==> src/sv/c2u_pkg.sv <==
`timescale 1ns / 1ps

package c2u_pkg;

    // Number of UTF-8 bytes a character takes.
    localparam logic [1:0] LEN_ONE   = 2'd1;
    localparam logic [1:0] LEN_TWO   = 2'd2;
    localparam logic [1:0] LEN_THREE = 2'd3;

    localparam logic [15:0] CYRILLIC_BASE = 16'h0410;

    // Code points for bytes 0x80 through 0xBF.
    localparam logic [15:0] UPPER_BLOCK [64] = '{
        16'h0402, 16'h0403, 16'h201A, 16'h0453, 16'h201E, 16'h2026, 16'h2020, 16'h2021,
        16'h20AC, 16'h2030, 16'h0409, 16'h2039, 16'h040A, 16'h040C, 16'h040B, 16'h040F,
        16'h0452, 16'h2018, 16'h2019, 16'h201C, 16'h201D, 16'h2022, 16'h2013, 16'h2014,
        16'h0000, 16'h2122, 16'h0459, 16'h203A, 16'h045A, 16'h045C, 16'h045B, 16'h045F,
        16'h00A0, 16'h040E, 16'h045E, 16'h0408, 16'h00A4, 16'h0490, 16'h00A6, 16'h00A7,
        16'h0401, 16'h00A9, 16'h0404, 16'h00AB, 16'h00AC, 16'h00AD, 16'h00AE, 16'h0407,
        16'h00B0, 16'h00B1, 16'h0406, 16'h0456, 16'h0491, 16'h00B5, 16'h00B6, 16'h00B7,
        16'h0451, 16'h2116, 16'h0454, 16'h00BB, 16'h0458, 16'h0405, 16'h0455, 16'h0457
    };

    // One encoded character: seq[0] goes out first, len bytes are used.
    typedef struct packed {
        logic [2:0][7:0] seq;
        logic [1:0]      len;
    } utf8_char_t;

endpackage

==> src/sv/c2u_encoder.sv <==
`timescale 1ns / 1ps

module c2u_encoder
(
    input  logic [7:0]          code_byte,
    output c2u_pkg::utf8_char_t enc
);

    logic [15:0] cp;

    always_comb
    begin
        if (code_byte inside {[8'h00:8'h7F]})
        begin
            cp = {8'h00, code_byte};
        end
        else if (code_byte inside {[8'hC0:8'hFF]})
        begin
            cp = c2u_pkg::CYRILLIC_BASE + {10'd0, code_byte[5:0]};
        end
        else
        begin
            cp = c2u_pkg::UPPER_BLOCK[code_byte[5:0]];
        end
    end

    always_comb
    begin
        if (cp[15:7] == 9'd0)
        begin
            enc.len = c2u_pkg::LEN_ONE;
            enc.seq = {8'h00, 8'h00, cp[7:0]};
        end
        else if (cp[15:11] == 5'd0)
        begin
            enc.len = c2u_pkg::LEN_TWO;
            enc.seq = {8'h00, {2'b10, cp[5:0]}, {3'b110, cp[10:6]}};
        end
        else
        begin
            enc.len = c2u_pkg::LEN_THREE;
            enc.seq = {{2'b10, cp[5:0]}, {2'b10, cp[11:6]}, {4'b1110, cp[15:12]}};
        end
    end

endmodule

==> src/sv/c2u_serializer.sv <==
`timescale 1ns / 1ps

module c2u_serializer
(
    input  logic                clk,
    input  logic                rst_n,
    input  logic                load,
    input  c2u_pkg::utf8_char_t enc,
    output logic                load_ready,
    output logic                out_valid,
    input  logic                out_stall,
    output logic [7:0]          out_byte,
    output logic                last_of_run
);

    logic            vld_reg;
    logic            vld_next;
    logic [1:0]      rem_reg;
    logic [1:0]      rem_next;
    logic [2:0][7:0] seq_reg;
    logic [2:0][7:0] seq_next;
    logic            pop;
    logic            last;

    assign last        = (rem_reg == c2u_pkg::LEN_ONE);
    assign pop         = vld_reg && !out_stall;
    assign load_ready  = !vld_reg || (pop && last);
    assign out_valid   = vld_reg;
    assign out_byte    = seq_reg[0];
    assign last_of_run = last;

    always_comb
    begin
        vld_next = vld_reg;
        rem_next = rem_reg;
        seq_next = seq_reg;
        if (load)
        begin
            vld_next = 1'b1;
            rem_next = enc.len;
            seq_next = enc.seq;
        end
        else if (pop)
        begin
            if (last)
            begin
                vld_next = 1'b0;
            end
            else
            begin
                rem_next = rem_reg - 2'd1;
                seq_next = {8'h00, seq_reg[2], seq_reg[1]};
            end
        end
    end

    always_ff @(posedge clk or negedge rst_n)
    begin
        if (!rst_n)
        begin
            vld_reg <= 1'b0;
            rem_reg <= 2'd0;
        end
        else
        begin
            vld_reg <= vld_next;
            rem_reg <= rem_next;
        end
    end

    always_ff @(posedge clk)
    begin
        seq_reg <= seq_next;
    end

    // A held character always has at least one byte left to send.
    assert property (@(posedge clk) disable iff (!rst_n)
        vld_reg |-> (rem_reg != 2'd0))
        else $error("serializer holds a character with no bytes left");

    // Taking a byte that is not the last one leaves the character in place.
    assert property (@(posedge clk) disable iff (!rst_n)
        (pop && !last) |=> vld_reg)
        else $error("character dropped before its last byte");

endmodule

==> src/sv/cp1251_to_utf8_transcoder.sv <==
`timescale 1ns / 1ps

// Windows-1251 to UTF-8 transcoder.
// Input channel: in_valid / in_stall with code_byte, one Windows-1251
// character per transaction. Output channel: out_valid / out_stall with
// out_byte and last_of_run, one UTF-8 byte per transaction, the first byte
// of a character first and last_of_run set on its final byte.
// A character is encoded as one, two or three bytes depending on its code
// point; the undefined byte 0x98 and byte 0x00 both give a single 0x00 byte.
// An input character is registered in the input register and then in the
// serializer before its first byte reaches the output.
// Throughput: the output port moves one byte per cycle while out_stall is low,
// so a character takes one, two or three output transactions; ASCII runs at one per cycle.
// An input register holds the next character while the serializer sends the
// current one, so input is taken while output is still in progress.
// Reset clears both valid flags and the serializer's byte count; the data registers are not reset.
// When the receiver stalls, the current byte holds, and once the input
// register is full, in_stall rises until the serializer frees up.

module cp1251_to_utf8_transcoder
(
    input  logic       clk,
    input  logic       rst_n,
    input  logic       in_valid,
    output logic       in_stall,
    input  logic [7:0] code_byte,
    output logic       out_valid,
    input  logic       out_stall,
    output logic [7:0] out_byte,
    output logic       last_of_run
);

    logic                in_vld_reg;
    logic                in_vld_next;
    logic [7:0]          code_reg;
    logic [7:0]          code_next;
    logic                accept;
    logic                advance;
    logic                load_ready;
    c2u_pkg::utf8_char_t enc;

    assign advance  = in_vld_reg && load_ready;
    assign in_stall = in_vld_reg && !load_ready;
    assign accept   = in_valid && !in_stall;

    always_comb
    begin
        in_vld_next = in_vld_reg;
        code_next   = code_reg;
        if (accept)
        begin
            in_vld_next = 1'b1;
            code_next   = code_byte;
        end
        else if (advance)
        begin
            in_vld_next = 1'b0;
        end
    end

    always_ff @(posedge clk or negedge rst_n)
    begin
        if (!rst_n)
        begin
            in_vld_reg <= 1'b0;
        end
        else
        begin
            in_vld_reg <= in_vld_next;
        end
    end

    always_ff @(posedge clk)
    begin
        code_reg <= code_next;
    end

    c2u_encoder u_encoder
    (
        .code_byte (code_reg),
        .enc       (enc)
    );

    c2u_serializer u_serializer
    (
        .clk         (clk),
        .rst_n       (rst_n),
        .load        (advance),
        .enc         (enc),
        .load_ready  (load_ready),
        .out_valid   (out_valid),
        .out_stall   (out_stall),
        .out_byte    (out_byte),
        .last_of_run (last_of_run)
    );

    // Input is held back only while a character waits in the input register.
    assert property (@(posedge clk) disable iff (!rst_n)
        in_stall |-> in_vld_reg)
        else $error("input stalled with an empty input register");

    // A character handed to the serializer shows up on the output next cycle.
    assert property (@(posedge clk) disable iff (!rst_n)
        advance |=> out_valid)
        else $error("character moved on but no output byte follows");

endmodule
==> config.mk <==
export PLATFORM = sky130hd
export DESIGN_NAME = cp1251_to_utf8_transcoder
export DESIGN_NICKNAME = d
export VERILOG_FILES = /design/src/sv/c2u_pkg.sv /design/src/sv/c2u_encoder.sv /design/src/sv/c2u_serializer.sv /design/src/sv/cp1251_to_utf8_transcoder.sv
export SDC_FILE = /design/constraint.sdc
export NUM_CORES = 1
export LEC_CHECK = 0
export ABC_AREA = 0
export BUFFER_PORTS_ARGS = -buffer_cell sky130_fd_sc_hd__buf_4
export CORE_MARGIN = 2
export CORE_UTILIZATION = 33
export CTS_BUF_LIST = sky130_fd_sc_hd__clkbuf_8
export CTS_CLUSTER_DIAMETER = 50
export CTS_CLUSTER_SIZE = 10
export DETAILED_ROUTE_END_ITERATION = 16
export GPL_TIMING_DRIVEN = 0
export PLACE_DENSITY = 0.56
export SLEW_MARGIN = 0
export SYNTH_ARGS = -nofsm -noshare
export SYNTH_HDL_FRONTEND = slang
export SYNTH_SLANG_ARGS = --single-unit
==> constraint.sdc <==
create_clock -name clk -period 4.3 [get_ports clk]
set_input_delay 0.43 -clock clk [delete_from_list [all_inputs] [get_ports clk]]
set_output_delay 0.43 -clock clk [all_outputs]
set_load 0.005 [all_outputs]
# Yosys cells after proc, flatten, opt, wreduce, memory -nomap -nowiden
# Memory sizes are Yosys's and may differ from the RTL's.
# Cells that the tools add are included.
# W data, S select, Z words.
op_classes:
  add_sub_neg: 2
  n_reduce_logical: 19
  order_cmp: 5
  bitwise_logic: 1
  n_eq_ne: 2
  muxes: 17
op_table:
  columns: ["operator", "count"]
  rows:
  - ["$mux W24", 3]
  - ["$mux W16", 4]
  - ["$mux W26", 2]
  - ["$add A11 B6 Y12 const A", 1]
  - ["$logic_not A9 Y1", 1]
  - ["$ge A8 B1 Y1 const B", 1]
  - ["$ge A8 B8 Y1 const B", 1]
  - ["$le A8 B7 Y1 const B", 1]
  - ["$le A8 B8 Y1 const B", 1]
  - ["$ge A7 B7 Y1 const B", 1]
  - ["$logic_and A1 B1 Y1", 7]
  - ["$not A6 Y7", 1]
  - ["$mux W2", 3]
  - ["$reduce_bool A2 Y1", 3]
  - ["$logic_not A5 Y1", 1]
  - ["$mux W1", 5]
  - ["$logic_not A1 Y1", 4]
  - ["$reduce_and A2 Y1", 2]
  - ["$eq A2 B1 Y1 const B", 1]
  - ["$ne A2 B2 Y1 const B", 1]
  - ["$sub A2 B1 Y2 const B", 1]
  - ["$logic_or A1 B1 Y1", 1]
word_totals:
  n_memories: 1
  input_bits: 12
  word_cells: 54
  out_inout_bits: 11
  register_bits: 36
  romBits: 1024
memory_table:
  columns: ["memory", "words", "word_bits", "rd", "rd_ports_with_merged_regs", "write_ports", "line_no", "text"]
  rows:
  - ["(name not given)", 64, 16, 1, 0, 0, "c2u_encoder.sv:23", "cp = c2u_pkg::UPPER_BLOCK[code_byte[5:0]];"]

# Longest topological paths before layout
logic_depth:
  word_depth: 10
  ltp_mapped: 11
  depth_no_buf: 9

# Cells and area by module
# Synthesis repeated with hierarchy kept, for this count alone.
hier_totals:
  hier_cells: 303
  hier_area_um2: 2952.8
modules_own_cells:
  columns: ["module", "cells_per_inst", "n_inst", "area_per_inst_um2"]
  rows:
  - ["c2u_encoder", 215, 1, 1448.9]
  - ["c2u_serializer", 74, 1, 1199.9]
  - ["cp1251_to_utf8_transcoder", 14, 1, 304.0]

# Worst setup path after synthesis
# Ideal clock, no wire load.
synth_timing:
  path_type: "register to register"
  from: "reg code_reg[1]"
  to: "reg u_serializer.seq_reg (netlist bit u_serializer.out_byte[3]) (data pin)"
  stages_incl_launch_ff: 11
  slack_ns: 1.725
  setup_ns: 0.256
  t_required_ns: 4.044
  t_arrival_ns: 2.318
  synth_period_minus_slack_ns: 2.575
  path_cell_list: "edfxtp_1 > inv_1 > ha_1 > clkbuf_1 > nand2b_1 > nand2_1 > nor4_1 > or4_4 > and3_4 > and2_4 > a22o_1"
synth_rtl:
  columns: ["element", "line_no", "text"]
  rows:
  - ["start: declaration", "cp1251_to_utf8_transcoder.sv:35", "logic [7:0] code_reg;"]
  - ["start signal: assignment", "cp1251_to_utf8_transcoder.sv:75", "code_reg <= code_next;"]
  - ["end signal: assignment", "c2u_serializer.sv:73", "seq_reg <= seq_next;"]
  - ["end: declaration", "c2u_serializer.sv:20", "logic [2:0][7:0] seq_reg;"]

==> impl_metrics.env <==
export IMPL_p_leak_nw=1.17
export IMPL_hold_start="code_byte[0]"
export IMPL_cap_violations=0
export IMPL_num_rows=31
export IMPL_grt_pass1_wl_um=10800
export IMPL_finalHoldWorstSlack_ns=0.322
export IMPL_rrSetupSlack_ns=1.10
export IMPL_antenna_found_initial=0
export IMPL_slew_headroom=0.402
export IMPL_clk_path_buf_depth=2
export IMPL_die_area_um2=8420
export IMPL_yosysSeqAreaShare=0.394
export IMPL_grt_pass1_vias=2130
export IMPL_crit_type="reg2reg"
export IMPL_drv_slew=0
export IMPL_hpwlAfterDp_um=4700
export IMPL_cts_tree="built"
export IMPL_core_area_um2=7370
export IMPL_ys_ff_latch=34
export IMPL_whs_path_depth=1
export IMPL_cp_start_kind="flop"
export IMPL_fin_worst_skew_ns=0.00365
export IMPL_n_antenna_cell=0
export IMPL_max_freq_mhz=312
export IMPL_grt_max_degree=24
export IMPL_areaGrowthSynthToFinish_pct=15.4
export IMPL_clock_root_buffer="clkbuf_8"
export IMPL_vdd_drop_max_mv=0.224
export IMPL_finalSetupViolations=0
export IMPL_dp_cells=401
export IMPL_dr_first_iter_drc_count=254
export IMPL_whs_endpoint="code_reg[0]"
export IMPL_drt_wl_total_um=6480
export IMPL_syn_area_um2=2540
export IMPL_synthCells=280
export IMPL_dp_slack_ns=1.19
export IMPL_setup_ws_ns=1.10
export IMPL_via_per_inst=5.62
export IMPL_final_util=0.398
export IMPL_layout_common_cells="buf_4 (30), edfxtp_1 (30), nand2_1 (29)"
export IMPL_timing_setup_tns_ns=0
export IMPL_syn_nets=301
export IMPL_track_usage=0.160
export IMPL_layout_min_cycle_time_ns=3.20
export IMPL_die_w_um=91.8
export IMPL_yosys_warnings=0
export IMPL_reg2regPathDepth=11
export IMPL_routedWlPerCell_um=15.8
export IMPL_rsz0062_at_grt="no"
export IMPL_cts_setup_buffers=0
export IMPL_crit_arrival_ns=3.33
export IMPL_drc_errors=0
export IMPL_drive_above_1_share=0.193
export IMPL_worst_pin_slew_ns=0.897
export IMPL_place_area_um2=2830
export IMPL_cp_end_kind="flop"
export IMPL_numCtsBuffers=5
export IMPL_initial_core_util=0.345
export IMPL_cp_max_fo=11
export IMPL_outcome="finished clean"
export IMPL_cts_sinks=34
export IMPL_power_density_nw_per_um2=493
export IMPL_clock_latency_ns=0.28
export IMPL_r2r_start="code_reg[1]"
export IMPL_synth_avg_cell_area_um2=9.08
export IMPL_synth_edf_count=30
export IMPL_overflow=0
export IMPL_finalHoldViolations=0
export IMPL_gp_congestion=0.887
export IMPL_ant_nets=0
export IMPL_layout_nets=331
export IMPL_final_cell_area_um2=2930
export IMPL_synth_distinct_cells=63
export IMPL_required_ns=4.42
export IMPL_chipHeight_um=91.8
export IMPL_largest_reg_flops=14
export IMPL_htree_levels=2
export IMPL_hp_class="in2reg"
export IMPL_vias=2305
export IMPL_port_buffers=22
export IMPL_r2r_end="u_serializer.out_byte[2]"
export IMPL_power_total_mw=1.44
export IMPL_async_flop_share=0.118
export IMPL_yosys_most_used_dff="edfxtp_1"
export IMPL_firstDrtPassIters=5
export IMPL_ios=23
export IMPL_period_share=0.745
export IMPL_fin_cells=410
export IMPL_clkTransAtPathRegs_ns=0.06
[where the power goes]
group	internal, mW	leakage [nW]	switching [mW]	total [mW]
registers	0.476	0.338	0.0457	0.522
logic	0.298	0.777	0.390	0.688
clock network	0.127	0.0524	0.108	0.235
total	0.900	1.17	0.544	1.44
[synth_stat cells, types with 3 or more instances]
| library cell | count | area share |
|---|---|---|
| nor2b_1 | 10 | 0.025 |
| nand3_1 | 4 | 0.0079 |
| a211oi_1 | 5 | 0.015 |
| o31ai_1 | 5 | 0.015 |
| nand2b_1 | 6 | 0.015 |
| or2_1 | 3 | 0.0074 |
| o21a_1 | 4 | 0.012 |
| o211ai_1 | 4 | 0.012 |
| nand2_1 | 29 | 0.043 |
| buf_4 | 8 | 0.024 |
| edfxtp_1 | 30 | 0.35 |
| o21ai_1 | 9 | 0.018 |
| buf_2 | 8 | 0.016 |
| nor3_1 | 7 | 0.014 |
| a22o_1 | 3 | 0.010 |
| a211o_1 | 4 | 0.014 |
| clkbuf_1 | 7 | 0.010 |
| ha_1 | 9 | 0.044 |
| nor2_1 | 23 | 0.034 |
| o21ai_0 | 14 | 0.028 |
| nor3b_1 | 3 | 0.0089 |
| inv_1 | 14 | 0.021 |
| dfrtp_1 | 4 | 0.039 |
| a21oi_1 | 14 | 0.028 |
| and2_1 | 4 | 0.0098 |
| mux2i_1 | 4 | 0.016 |
[worst max-delay path, cell delays in order (launching register included)]
cell and delay (ns):
edfxtp_1 0.60, inv_1 0.29, ha_1 0.19, clkbuf_1 0.38
nor2b_1 0.13, o31ai_1 0.21, o311ai_1 0.23, o21ai_1 0.18
buf_2 0.24, nand2_1 0.15, or2_1 0.27, o21ai_1 0.16
[logic make-up (layout without fill, tap and decap cells)]
group,Yosys count,in the layout,share of synthesized area
compound gates,90,90,0.249
buf+inv,41,72,0.0793
xor+xnor,1,1,0.00345
simple gates,99,99,0.201
flops,34,34,0.394
fa+ha+maj,9,9,0.0443
mux,6,6,0.0290
[metal layers]
metal,part of all wire,global-route usage,vias to the layer above
met5,0,0,-
li1,-,-,1087
met4,0.037,0.0647,0
met1,0.46,0.228,1095
met3,0.064,0.0329,23
met2,0.44,0.237,100
[area by class of cell]
class	count	area [um^2]
plain buffers	25	141
clock buffers	6	82.6
clock inverters	2	8.76
fillers	766	4440
inverters	16	60.1
multi-input cells	205	1340
flip-flops and latches	34	1000
well taps	99	124
repair buffers	23	175
[repair_timing]
item | in CTS | in global routing
resized for setup | 0 | 0
endpoints found under the setup margin | 0 | 0
hold buffers | 1 | 0
hold endpoints to repair | 4 | 0
[worst max path at each step]
stage	from	end	slack (ns)	cells past startpoint
2_1_floorplan	code_reg[1]	u_serializer.out_byte[3]	1.73	10
3_3_place_gp	code_reg[1]	u_serializer.out_byte[3]	1.20	10
3_5_place_dp	code_reg[1]	u_serializer.out_byte[3]	1.19	10
4_1_cts	code_reg[1]	u_serializer.out_byte[2]	1.17	11
5_1_grt	code_reg[1]	u_serializer.out_byte[2]	0.91	11
6_report	code_reg[1]	u_serializer.out_byte[2]	1.10	11
No activity file was read; power rests on OpenSTA's default activity.
